[src/rtl/a32fd_pkg.sv]
// Shared types and codes for the A32 instruction field decoder.
package a32fd_pkg;

    typedef enum logic [2:0] {
        CLS_INVALID  = 3'd0,
        CLS_DATAPROC = 3'd1,
        CLS_MULTIPLY = 3'd2,
        CLS_LDST     = 3'd3,
        CLS_MULTIPLE = 3'd4,
        CLS_BRANCH   = 3'd5,
        CLS_SVC      = 3'd6,
        CLS_COPROC   = 3'd7
    } t_class;

    localparam logic [1:0] SHIFT_LSR = 2'd1;
    localparam logic [1:0] SHIFT_ASR = 2'd2;

    localparam logic [5:0] MODE_IMM   = 6'h01;
    localparam logic [5:0] MODE_SHREG = 6'h02;

    localparam logic [31:0] PC_AHEAD = 32'd8;

    typedef struct packed {
        logic [31:0] instruction_word;
        logic [31:0] instr_address;
        logic        word_complete;
    } t_in_item;

    typedef struct packed {
        t_class      instr_class;
        logic [3:0]  operation;
        logic [3:0]  condition;
        logic        sets_flags;
        logic [3:0]  reg_d;
        logic [3:0]  reg_n;
        logic [3:0]  reg_m;
        logic [3:0]  reg_s;
        logic [31:0] operand_value;
        logic [1:0]  shift_type;
        logic [5:0]  shift_amount;
        logic [5:0]  mode_flags;
    } t_out_item;

endpackage

[src/rtl/a32fd_decode.sv]
// Combinational classification and field extraction of one A32 word.
module a32fd_decode (
    input  a32fd_pkg::t_in_item  i_item,
    output a32fd_pkg::t_out_item o_result
);

    logic [31:0]       w;
    a32fd_pkg::t_class cls;
    logic [5:0]        imm_shift;
    logic [63:0]       rot_wide;
    logic [31:0]       rot_val;
    logic [31:0]       ls_off;
    logic [31:0]       br_target;
    a32fd_pkg::t_out_item res;

    assign w = i_item.instruction_word;

    // lsr/asr #0 encode a shift by 32
    always_comb begin
        if (w[11:7] == 5'd0 && (w[6:5] == a32fd_pkg::SHIFT_LSR ||
                                w[6:5] == a32fd_pkg::SHIFT_ASR)) begin
            imm_shift = 6'd32;
        end else begin
            imm_shift = {1'b0, w[11:7]};
        end
    end

    assign rot_wide  = {24'd0, w[7:0], 24'd0, w[7:0]} >> {w[11:8], 1'b0};
    assign rot_val   = rot_wide[31:0];
    assign ls_off    = w[23] ? {20'd0, w[11:0]} : (32'd0 - {20'd0, w[11:0]});
    assign br_target = i_item.instr_address + a32fd_pkg::PC_AHEAD
                     + {{6{w[23]}}, w[23:0], 2'b00};

    always_comb begin
        priority if (!i_item.word_complete) begin
            cls = a32fd_pkg::CLS_INVALID;
        end else if (w[27:26] == 2'b00) begin
            if (!w[25] && w[7:4] == 4'b1001) begin
                // bit23 clear with bit22 set is not a multiply
                if (w[27:24] == 4'd0 && !(!w[23] && w[22])) begin
                    cls = a32fd_pkg::CLS_MULTIPLY;
                end else begin
                    cls = a32fd_pkg::CLS_LDST;
                end
            end else begin
                cls = a32fd_pkg::CLS_DATAPROC;
            end
        end else if (w[27:26] == 2'b01) begin
            cls = a32fd_pkg::CLS_LDST;
        end else if (w[27:25] == 3'b100) begin
            cls = a32fd_pkg::CLS_MULTIPLE;
        end else if (w[27:25] == 3'b101) begin
            cls = a32fd_pkg::CLS_BRANCH;
        end else if (w[27:24] == 4'hF) begin
            cls = a32fd_pkg::CLS_SVC;
        end else begin
            cls = a32fd_pkg::CLS_COPROC;
        end
    end

    always_comb begin
        res = '0;
        res.instr_class = cls;
        if (cls != a32fd_pkg::CLS_INVALID) begin
            res.condition = w[31:28];
        end
        unique case (cls)
            a32fd_pkg::CLS_INVALID: begin
            end
            a32fd_pkg::CLS_DATAPROC: begin
                res.operation  = w[24:21];
                res.sets_flags = w[20];
                res.reg_n      = w[19:16];
                res.reg_d      = w[15:12];
                if (w[25]) begin
                    res.operand_value = rot_val;
                    res.mode_flags    = a32fd_pkg::MODE_IMM;
                end else if (w[4]) begin
                    res.reg_m      = w[3:0];
                    res.shift_type = w[6:5];
                    res.reg_s      = w[11:8];
                    res.mode_flags = a32fd_pkg::MODE_SHREG;
                end else begin
                    res.reg_m        = w[3:0];
                    res.shift_type   = w[6:5];
                    res.shift_amount = imm_shift;
                end
            end
            a32fd_pkg::CLS_MULTIPLY: begin
                // long forms: umull 2, umlal 3, smull 4, smlal 5
                res.operation  = w[23] ? {1'b0, w[22], ~w[22], w[21]}
                                       : {3'd0, w[21]};
                res.sets_flags = w[20];
                res.reg_d      = w[19:16];
                res.reg_n      = w[15:12];
                res.reg_s      = w[11:8];
                res.reg_m      = w[3:0];
            end
            a32fd_pkg::CLS_LDST: begin
                res.operation     = {2'd0, w[20], w[22]};
                res.reg_n         = w[19:16];
                res.reg_d         = w[15:12];
                res.operand_value = ls_off;
                res.mode_flags    = {1'b0, w[21], w[23], w[24], 1'b0, ~w[25]};
                if (w[25]) begin
                    res.reg_m        = w[3:0];
                    res.shift_type   = w[6:5];
                    res.shift_amount = imm_shift;
                end
            end
            a32fd_pkg::CLS_MULTIPLE: begin
                res.operation     = {1'b0, w[20], w[24], w[23]};
                res.reg_n         = w[19:16];
                res.operand_value = {16'd0, w[15:0]};
                res.mode_flags    = {w[22], w[21], w[23], w[24], 2'b00};
            end
            a32fd_pkg::CLS_BRANCH: begin
                res.operation     = {3'd0, w[24]};
                res.operand_value = br_target;
            end
            a32fd_pkg::CLS_SVC: begin
                res.operand_value = {8'd0, w[23:0]};
            end
            a32fd_pkg::CLS_COPROC: begin
            end
            default: begin
            end
        endcase
    end

    assign o_result = res;

endmodule

[src/rtl/arm32_instruction_field_decoder.sv]
// Top level: registered A32 instruction field decoder, one word per cycle.
//
// Usage:
//   Input channel: drive i_item (word, its address, completeness flag) and
//   raise start. A word is taken at every rising edge where start is high
//   and busy is low; busy never rises, so a word can be taken every cycle.
//   Result channel: o_valid pulses for one cycle with the decoded fields on
//   o_result. The receiver must take the result in that cycle.
// Path: an accepted word passes the input register, the decode logic and
//   the result register before it appears on o_result.
// Throughput: one word per cycle; each word is independent and there is
//   no state carried between words.
// Reset: synchronous, active low on i_rst_n; clears the valid pipeline so
//   no result appears until a new word is taken.
// Stall: the receiver has no back pressure path, so results are never held.
module arm32_instruction_field_decoder (
    input  logic                 i_clk,
    input  logic                 i_rst_n,
    input  logic                 start,
    input  a32fd_pkg::t_in_item  i_item,
    output logic                 busy,
    output logic                 o_valid,
    output a32fd_pkg::t_out_item o_result
);

    a32fd_pkg::t_in_item  r_in;
    logic                 r_in_valid;
    a32fd_pkg::t_out_item n_out;
    a32fd_pkg::t_out_item r_out;
    logic                 r_out_valid;

    assign busy = 1'b0;

    always_ff @(posedge i_clk) begin
        if (!i_rst_n) begin
            r_in_valid  <= 1'b0;
            r_out_valid <= 1'b0;
        end else begin
            r_in_valid  <= start && !busy;
            r_out_valid <= r_in_valid;
        end
    end

    always_ff @(posedge i_clk) begin
        if (start && !busy) begin
            r_in <= i_item;
        end
        if (r_in_valid) begin
            r_out <= n_out;
        end
    end

    a32fd_decode u_decode (
        .i_item   (r_in),
        .o_result (n_out)
    );

    assign o_valid  = r_out_valid;
    assign o_result = r_out;

`ifndef SYNTHESIS
    a_latency: assert property (@(posedge i_clk) disable iff (!i_rst_n)
        (start && !busy) |-> ##2 o_valid)
        else $error("accepted word did not produce a result two cycles later");

    a_no_spurious: assert property (@(posedge i_clk) disable iff (!i_rst_n)
        o_valid |-> $past(start, 2))
        else $error("result strobe without an accepted word");

    a_invalid_zero: assert property (@(posedge i_clk) disable iff (!i_rst_n)
        (o_valid && o_result.instr_class == a32fd_pkg::CLS_INVALID) |->
        (o_result.condition == 4'd0 && o_result.operand_value == 32'd0 &&
         o_result.mode_flags == 6'd0 && o_result.operation == 4'd0))
        else $error("invalid result carries nonzero fields");

    a_coproc_only_cond: assert property (@(posedge i_clk) disable iff (!i_rst_n)
        (o_valid && o_result.instr_class == a32fd_pkg::CLS_COPROC) |->
        (o_result.operand_value == 32'd0 && o_result.mode_flags == 6'd0 &&
         o_result.reg_n == 4'd0 && o_result.reg_d == 4'd0))
        else $error("coprocessor result carries extra fields");
`endif

endmodule

[config.mk]
export PLATFORM = sky130hd
export DESIGN_NAME = arm32_instruction_field_decoder
export DESIGN_NICKNAME = d
export VERILOG_FILES = /design/src/rtl/a32fd_pkg.sv /design/src/rtl/a32fd_decode.sv /design/src/rtl/arm32_instruction_field_decoder.sv
export SDC_FILE = /design/constraint.sdc
export NUM_CORES = 1
export LEC_CHECK = 0
export ABC_CLOCK_PERIOD_IN_PS = 4150
export BUFFER_PORTS_ARGS = -buffer_cell sky130_fd_sc_hd__buf_2
export CAP_MARGIN = 30
export CORE_MARGIN = 10
export CORE_UTILIZATION = 35
export CTS_CLUSTER_DIAMETER = 30
export DETAILED_ROUTE_END_ITERATION = 10
export PLACE_DENSITY_LB_ADDON = 0.08
export SYNTH_ARGS = -nofsm -noshare
export SYNTH_HDL_FRONTEND = slang
export SYNTH_SLANG_ARGS = --single-unit
[constraint.sdc]
create_clock -name i_clk -period 4.15 [get_ports i_clk]
set_input_delay 0.2075 -clock i_clk [delete_from_list [all_inputs] [get_ports i_clk]]
set_output_delay 0.2075 -clock i_clk [all_outputs]
set_load 0.02 [all_outputs]
After elaboration in Yosys (flattened, before gate mapping)

Index checks and enable logic that the tools add are counted.

Add/sub/neg operators: 3
Multiply operators: 0
Div/mod/pow operators: 0
Order comparisons: 0
Equal/unequal tests: 13
Shift operators: 1
Mux-type cells: 28
Bitwise operators: 2
Reductions and logical operators: 15

Operators with widths:

| cell                                                                   | number |
|---|---|
| 32-bit case mux with 5 select lines                                    | 1 |
| 32-bit 2-to-1 mux                                                      | 2 |
| 40-bit by 5-bit right shift with 32-bit output                         | 1 |
| 32-bit adder                                                           | 1 |
| 32-bit by 4-bit adder with 32-bit output (second input constant)       | 1 |
| 8-bit 2-to-1 mux                                                       | 3 |
| 4-bit case mux with 2 select lines                                     | 3 |
| 4-bit case mux with 5 select lines                                     | 1 |
| 3-bit 2-to-1 mux                                                       | 6 |
| 6-bit 2-to-1 mux                                                       | 3 |
| 6-bit case mux with 3 select lines                                     | 1 |
| 8-bit case mux with 2 select lines                                     | 1 |
| 3-bit equality test (second input constant)                            | 5 |
| 1-bit by 12-bit subtractor with 13-bit output (first input constant)   | 1 |
| 4-bit case mux with 3 select lines                                     | 1 |
| 4-bit equality test (second input constant)                            | 2 |
| 4-bit 2-to-1 mux                                                       | 2 |
| 3-bit by 2-bit equality test with 1-bit output (second input constant) | 2 |
| 5-bit zero test                                                        | 1 |
| 2-bit by 1-bit equality test with 1-bit output (second input constant) | 2 |
| 1-bit logical AND                                                      | 4 |
| 4-bit zero test                                                        | 1 |
| 2-bit 2-to-1 mux                                                       | 2 |
| 2-bit OR reduction                                                     | 2 |
| 9 further kinds                                                        | 13 |

Flip-flop bits (word level): 141
Bits in latches: 0
Memory bits (writable): 0
Bits in read-only memories: 0
Bits of input ports: 68
Output and inout bits: 76
Word-level logic and storage cells: 79
Memories: 0

Longest topological paths before layout

Depth in word-level cells: 11
Depth in mapped cells: 13
Mapped depth without buffers: 13

Cells and area by module

From an unflattened synthesis, not the netlist that was laid out.

Cell total of the unflattened synthesis: 734
Area total of the unflattened synthesis: 8092.8 µm²

By module, submodules not included:

| module                          | instances | cells an instance | area an instance (µm²) | sequential area each (µm²) |
|---|---|---|---|---|
| arm32_instruction_field_decoder | 1         | 145               | 4237.8                 | 4214.0 |
| a32fd_decode                    | 1         | 589               | 3854.9                 | 0.0 |

Worst setup path before layout

OpenSTA, ideal clock, no wires.

Path kind: register -> register
Start point: register r_in[34] in the netlist's numbering
End point: register r_out (netlist bit o_result[29]), data pin
Library setup time: 0.269 ns
Data arrival time: 2.466 ns
Required time: 3.881 ns
Slack: 1.415 ns
Stages on the path, launching flop included: 14
Buffers on the path: 0
Period minus slack after synthesis: 2.735 ns
Cells stage by stage: edfxtp_1 -> inv_1 -> ha_1 -> inv_1 -> ha_1 -> inv_1 -> fa_1 -> nor2b_1 -> o211ai_1 -> a21oi_1 -> nor2_1 -> o21ai_0 -> xnor2_1 -> o21ai_0

RTL lines:

| item                     | line                                  | source |
|---|---|---|
| start: declaration       | arm32_instruction_field_decoder.sv:26 | `a32fd_pkg::t_in_item r_in;` |
| start signal: assignment | arm32_instruction_field_decoder.sv:46 | `r_in <= i_item;` |
| end signal: assignment   | arm32_instruction_field_decoder.sv:49 | `r_out <= n_out;` |
| end: declaration         | arm32_instruction_field_decoder.sv:29 | `a32fd_pkg::t_out_item r_out;` |

==> metrics.md <==
| Metric | Value |
|---|---|
| Run status | completed |
| Clock insertion delay at the later pin of the skew report | ~0.43 ns |
| Post-CTS Setup Inserts | 0 |
| Post-synthesis simple-gate area fraction | between 10% and 20% |
| Horizontal extent of the die | between 150 and 200 um |
| Part of the cycle the worst path needs | 78.3% |
| Diodes inserted | 0 |
| Power density normalized to cell area | roughly 420 nW/um^2 |
| Portion of synthesized cell area occupied by the leading cell type | 51.2% |
| Area contributors post-synth | sky130_fd_sc_hd__edfxtp_1, sky130_fd_sc_hd__ha_1, sky130_fd_sc_hd__o21ai_0 |
| Core Box Area | 22800 um^2 |
| Area growth from synthesis to layout | 28.7% |
| First-pass GRT wire length | 41100 um |
| CP Data Required Time | around 4.3 ns |
| Top_reg_cell synth | sky130_fd_sc_hd__edfxtp_1 |
| Highest ir drop seen on vdd | approximately 0.24 mV |
| TritonCTS clock tree | done |
| Via density | roughly 5.3 |
| Max-cap violation count | 0 |
| Fraction of layout cells with a size suffix above 1 | a little under a quarter |
| Worst Setup Path Type | register to register |
| Net count, final | 1076 |
| Via count | around 6800 |
| Number of design-rule violations left by the first detailed-router iteration | 565 |
| Mux share of post-synthesis cell area | 0.998% |
| Finish-stage setup viols | 0 |
| Antenna violations before repair | 0 |
| Clock tree skew after final layout | 0.0128 ns |
| Ports placed on the boundary | 144 |
| Kind of end point of the critical path | register |
| DRC violation count after routing | 0 |
| Cells after Synth | about 750 |
| Maximum net fanout on the critical path | 6 |
| Post-synthesis share of cell area spent on full adders, half adders and majority gates | 9.30% |
| Time the worst path needs with I/O delays and setup | roughly 3.3 ns |
| Complex-gate fraction of the synthesized area | between 10% and 20% |
| Total congestion overflow after global routing | 0 |
| Worst slew slack as a fraction of its limit | between 40% and 50% |
| Number of port buffers | between 100 and 150 |
| Worst hold slack across all endpoints | 0.0629 ns |
| Detailed placement HPWL | a little over 20000 um |
| Total wire length | roughly 27000 um |
| CTS resizes | 0 |
| Total count of max-transition violations in the final report | 0 |
| Count of clock tree sinks | 141 |
| Initial core utilization | a little over a third |
| Cts hold-fix bufs | 66 |
| Summed instance area of the synthesized netlist | roughly 8000 um^2 |
| Via count of the first global-routing pass | 6874 |
| Arrival time of the worst setup path | between 3 and 4 ns |
| Yosys reg bits | between 100 and 150 |
| Setup crit start kind | register |
| Cell leakage power | 4.03 nW |
| Die area | between 20000 and 30000 um^2 |
| Total Negative Setup Slacks | 0 ns |
| Number of levels the H-tree was split into | 4 |
| Post-synthesis share of cell area spent on xor and xnor gates | 2.36% |
| Synth warnings | 0 |
| Cell taking the most area after synthesis | sky130_fd_sc_hd__edfxtp_1 |
| Number of buffers created by CTS | 17 |
| Number of search-and-repair iterations in the first detailed-routing pass | 5 |
| Path category of the worst min-delay check | input port to register |
| Slew at the pin closest to its max-slew limit | between 0.8 and 0.9 ns |
| Timing-limited maximum frequency | around 310 MHz |
| Dominant combinational cell family by area after synthesis | compound AO/OA/AOI/OAI gates |
| Post-detailed-route count of antenna-violating nets | 0 |
| DIE HEIGHT | 173 um |
| Unrepaired setup endpoints after global routing | no |
| Avg Inst Size Synth | between 10 and 15 um^2 |
| Weighted congestion at the end of routability-driven global placement | 0.896 |
| Placement row count | between 50 and 60 |
| Post-synthesis sequential area ratio | between 50% and 60% |
| Count of flip-flops with a built-in enable after synthesis | between 100 and 150 |
| Largest net degree at the start of global routing | 66 |
| Overall Global Routing Usage | 17.6% |
| Maximum clock insertion buffer count | 2 |
| Nets in the synthesized netlist | just under 900 |
| Post-synth cell types | 75 |
| Number of hold-slack violations in the final timing report | 0 |
| Share of synthesized flip-flops with an asynchronous set or reset | 0% |
| Wire length per cell after detailed routing | roughly 21 um |
| Buffer type at the clock tree root | sky130_fd_sc_hd__clkbuf_16 |
| Clock edge transition at the registers on the reported setup and hold paths | roughly 0.070 ns |
[layer usage]
layer	share of wire [%]	wire length (um)	GRT usage, %
met5	0	0	0
met4	1.3	359	4.31
met3	5.3	1430	4.03
met2	47	12900	28.9
met1	46	12500	23.1
[worst max-delay path, stage by stage (launching register included)]
cell                       delay (ns)
sky130_fd_sc_hd__edfxtp_1        0.47
sky130_fd_sc_hd__inv_1           0.16
sky130_fd_sc_hd__ha_1            0.24
sky130_fd_sc_hd__inv_1           0.06
sky130_fd_sc_hd__ha_1            0.17
sky130_fd_sc_hd__inv_1           0.06
sky130_fd_sc_hd__fa_1            0.40
sky130_fd_sc_hd__nor2b_1         0.18
sky130_fd_sc_hd__o211ai_1        0.15
sky130_fd_sc_hd__a21oi_1         0.28
sky130_fd_sc_hd__nor2_1          0.15
sky130_fd_sc_hd__o21ai_0         0.42
sky130_fd_sc_hd__xnor2_1         0.16
sky130_fd_sc_hd__o21ai_0         0.09
[state kept, by name, indices dropped and copies added, names as in the netlist]
signal      count
r_in           65
o_valid         1
o_result       74
r_in_valid      1
[power breakdown]
group	internal, mW	leakage [nW]	switching, mW	total (mW)
Combinational	0.407	2.46	0.656	1.06
Clock	0.822	0.297	0.745	1.57
Sequential	1.69	1.28	0.0823	1.77
[synth_stat cells (3+ instances only)]
| master | count |
|---|---|
| sky130_fd_sc_hd__and3_1 | 6 |
| sky130_fd_sc_hd__o21ai_0 | 59 |
| sky130_fd_sc_hd__or2_2 | 7 |
| sky130_fd_sc_hd__o22ai_1 | 5 |
| sky130_fd_sc_hd__a221oi_1 | 8 |
| sky130_fd_sc_hd__clkbuf_1 | 24 |
| sky130_fd_sc_hd__ha_1 | 59 |
| sky130_fd_sc_hd__edfxtp_1 | 139 |
| sky130_fd_sc_hd__o31ai_1 | 7 |
| sky130_fd_sc_hd__buf_2 | 6 |
| sky130_fd_sc_hd__buf_6 | 4 |
| sky130_fd_sc_hd__o211ai_1 | 8 |
| sky130_fd_sc_hd__a211oi_1 | 9 |
| sky130_fd_sc_hd__nand2_1 | 71 |
| sky130_fd_sc_hd__nand4_1 | 9 |
| sky130_fd_sc_hd__mux2i_1 | 7 |
| sky130_fd_sc_hd__nand2b_1 | 6 |
| sky130_fd_sc_hd__and2_1 | 21 |
| sky130_fd_sc_hd__nor2_1 | 56 |
| sky130_fd_sc_hd__a31oi_1 | 6 |
| sky130_fd_sc_hd__o21a_1 | 6 |
| sky130_fd_sc_hd__nor4_1 | 4 |
| sky130_fd_sc_hd__a21oi_1 | 45 |
| sky130_fd_sc_hd__a41oi_1 | 3 |
| sky130_fd_sc_hd__a22oi_1 | 9 |
| sky130_fd_sc_hd__xor2_1 | 8 |
| sky130_fd_sc_hd__nand3_1 | 15 |
| sky130_fd_sc_hd__a221oi_2 | 3 |
| sky130_fd_sc_hd__xnor2_1 | 14 |
| sky130_fd_sc_hd__o311ai_0 | 5 |
| sky130_fd_sc_hd__inv_1 | 28 |
| sky130_fd_sc_hd__nor3_1 | 11 |
| sky130_fd_sc_hd__nor2b_1 | 13 |
| sky130_fd_sc_hd__a22o_1 | 10 |
[cell usage in the layout (no fill, tap or decap), types with 10 or more instances in the layout]
cell type,count
sky130_fd_sc_hd__dlygate4sd3_1,66
sky130_fd_sc_hd__nand2_1,71
sky130_fd_sc_hd__xnor2_1,14
sky130_fd_sc_hd__and2_1,21
sky130_fd_sc_hd__a22o_1,10
sky130_fd_sc_hd__nor2_1,55
sky130_fd_sc_hd__ha_1,59
sky130_fd_sc_hd__nand3_1,15
sky130_fd_sc_hd__buf_2,142
sky130_fd_sc_hd__o21ai_0,59
sky130_fd_sc_hd__nor3_1,11
sky130_fd_sc_hd__edfxtp_1,139
sky130_fd_sc_hd__a21oi_1,45
sky130_fd_sc_hd__inv_1,28
sky130_fd_sc_hd__clkbuf_16,17
sky130_fd_sc_hd__nor2b_1,13
sky130_fd_sc_hd__buf_4,10
[worst paths after layout]
check	from	end	slack, ns	cells after the start
worst max register to register	r_in[34]$_DFFE_PP_	o_result[29]$_DFFE_PP_	0.90	13
worst min register to register	r_in[64]$_DFFE_PP_	o_result[66]$_SDFFCE_PN0P_	0.53	1
worst max-delay path	r_in[34]$_DFFE_PP_	o_result[29]$_DFFE_PP_	0.90	13
worst min-delay path	start	r_in[42]$_DFFE_PP_	0.06	1
[cell families (layout without fill, tap and decap cells)]
logic type / Yosys count / count (layout)
flops: 141 / 141
xor+xnor: 22 / 22
simple gates: 236 / 236
compound gates: 212 / 212
buf+inv: 65 / 281
mux: 8 / 8
other cells: 1 / 1
fa+ha+maj: 60 / 60
[cell type report]
| class | count | area (um^2) |
|---|---|---|
| inverters | 28 | 105 |
| fillers | 2103 | 12300 |
| clock inverters | 15 | 181 |
| clock buffers | 17 | 425 |
| well taps | 313 | 392 |
| repair buffers | 221 | 1520 |
| multi-input cells | 539 | 3650 |
| flip-flops and latches | 141 | 4220 |
[through the flow]
stage | instances | power (mW) | area [um^2] | utilization [%] | worst slack, ns
finish | 1274 | 4.40 | 10500 | 46.1 | 0.899
global route | 1274 | 4.62 | 10500 | 46.1 | 0.609
CTS | 1273 | 4.44 | 10500 | 46.0 | 0.857
detailed placement | 1175 | 2.81 | 9200 | 40.4 | 0.883
global placement | 1173 | 2.81 | 9150 | 40.2 | 0.958
floorplan | 745 | 2.46 | 8150 | - | 1.41
No activity file was read; power rests on OpenSTA's default activity.
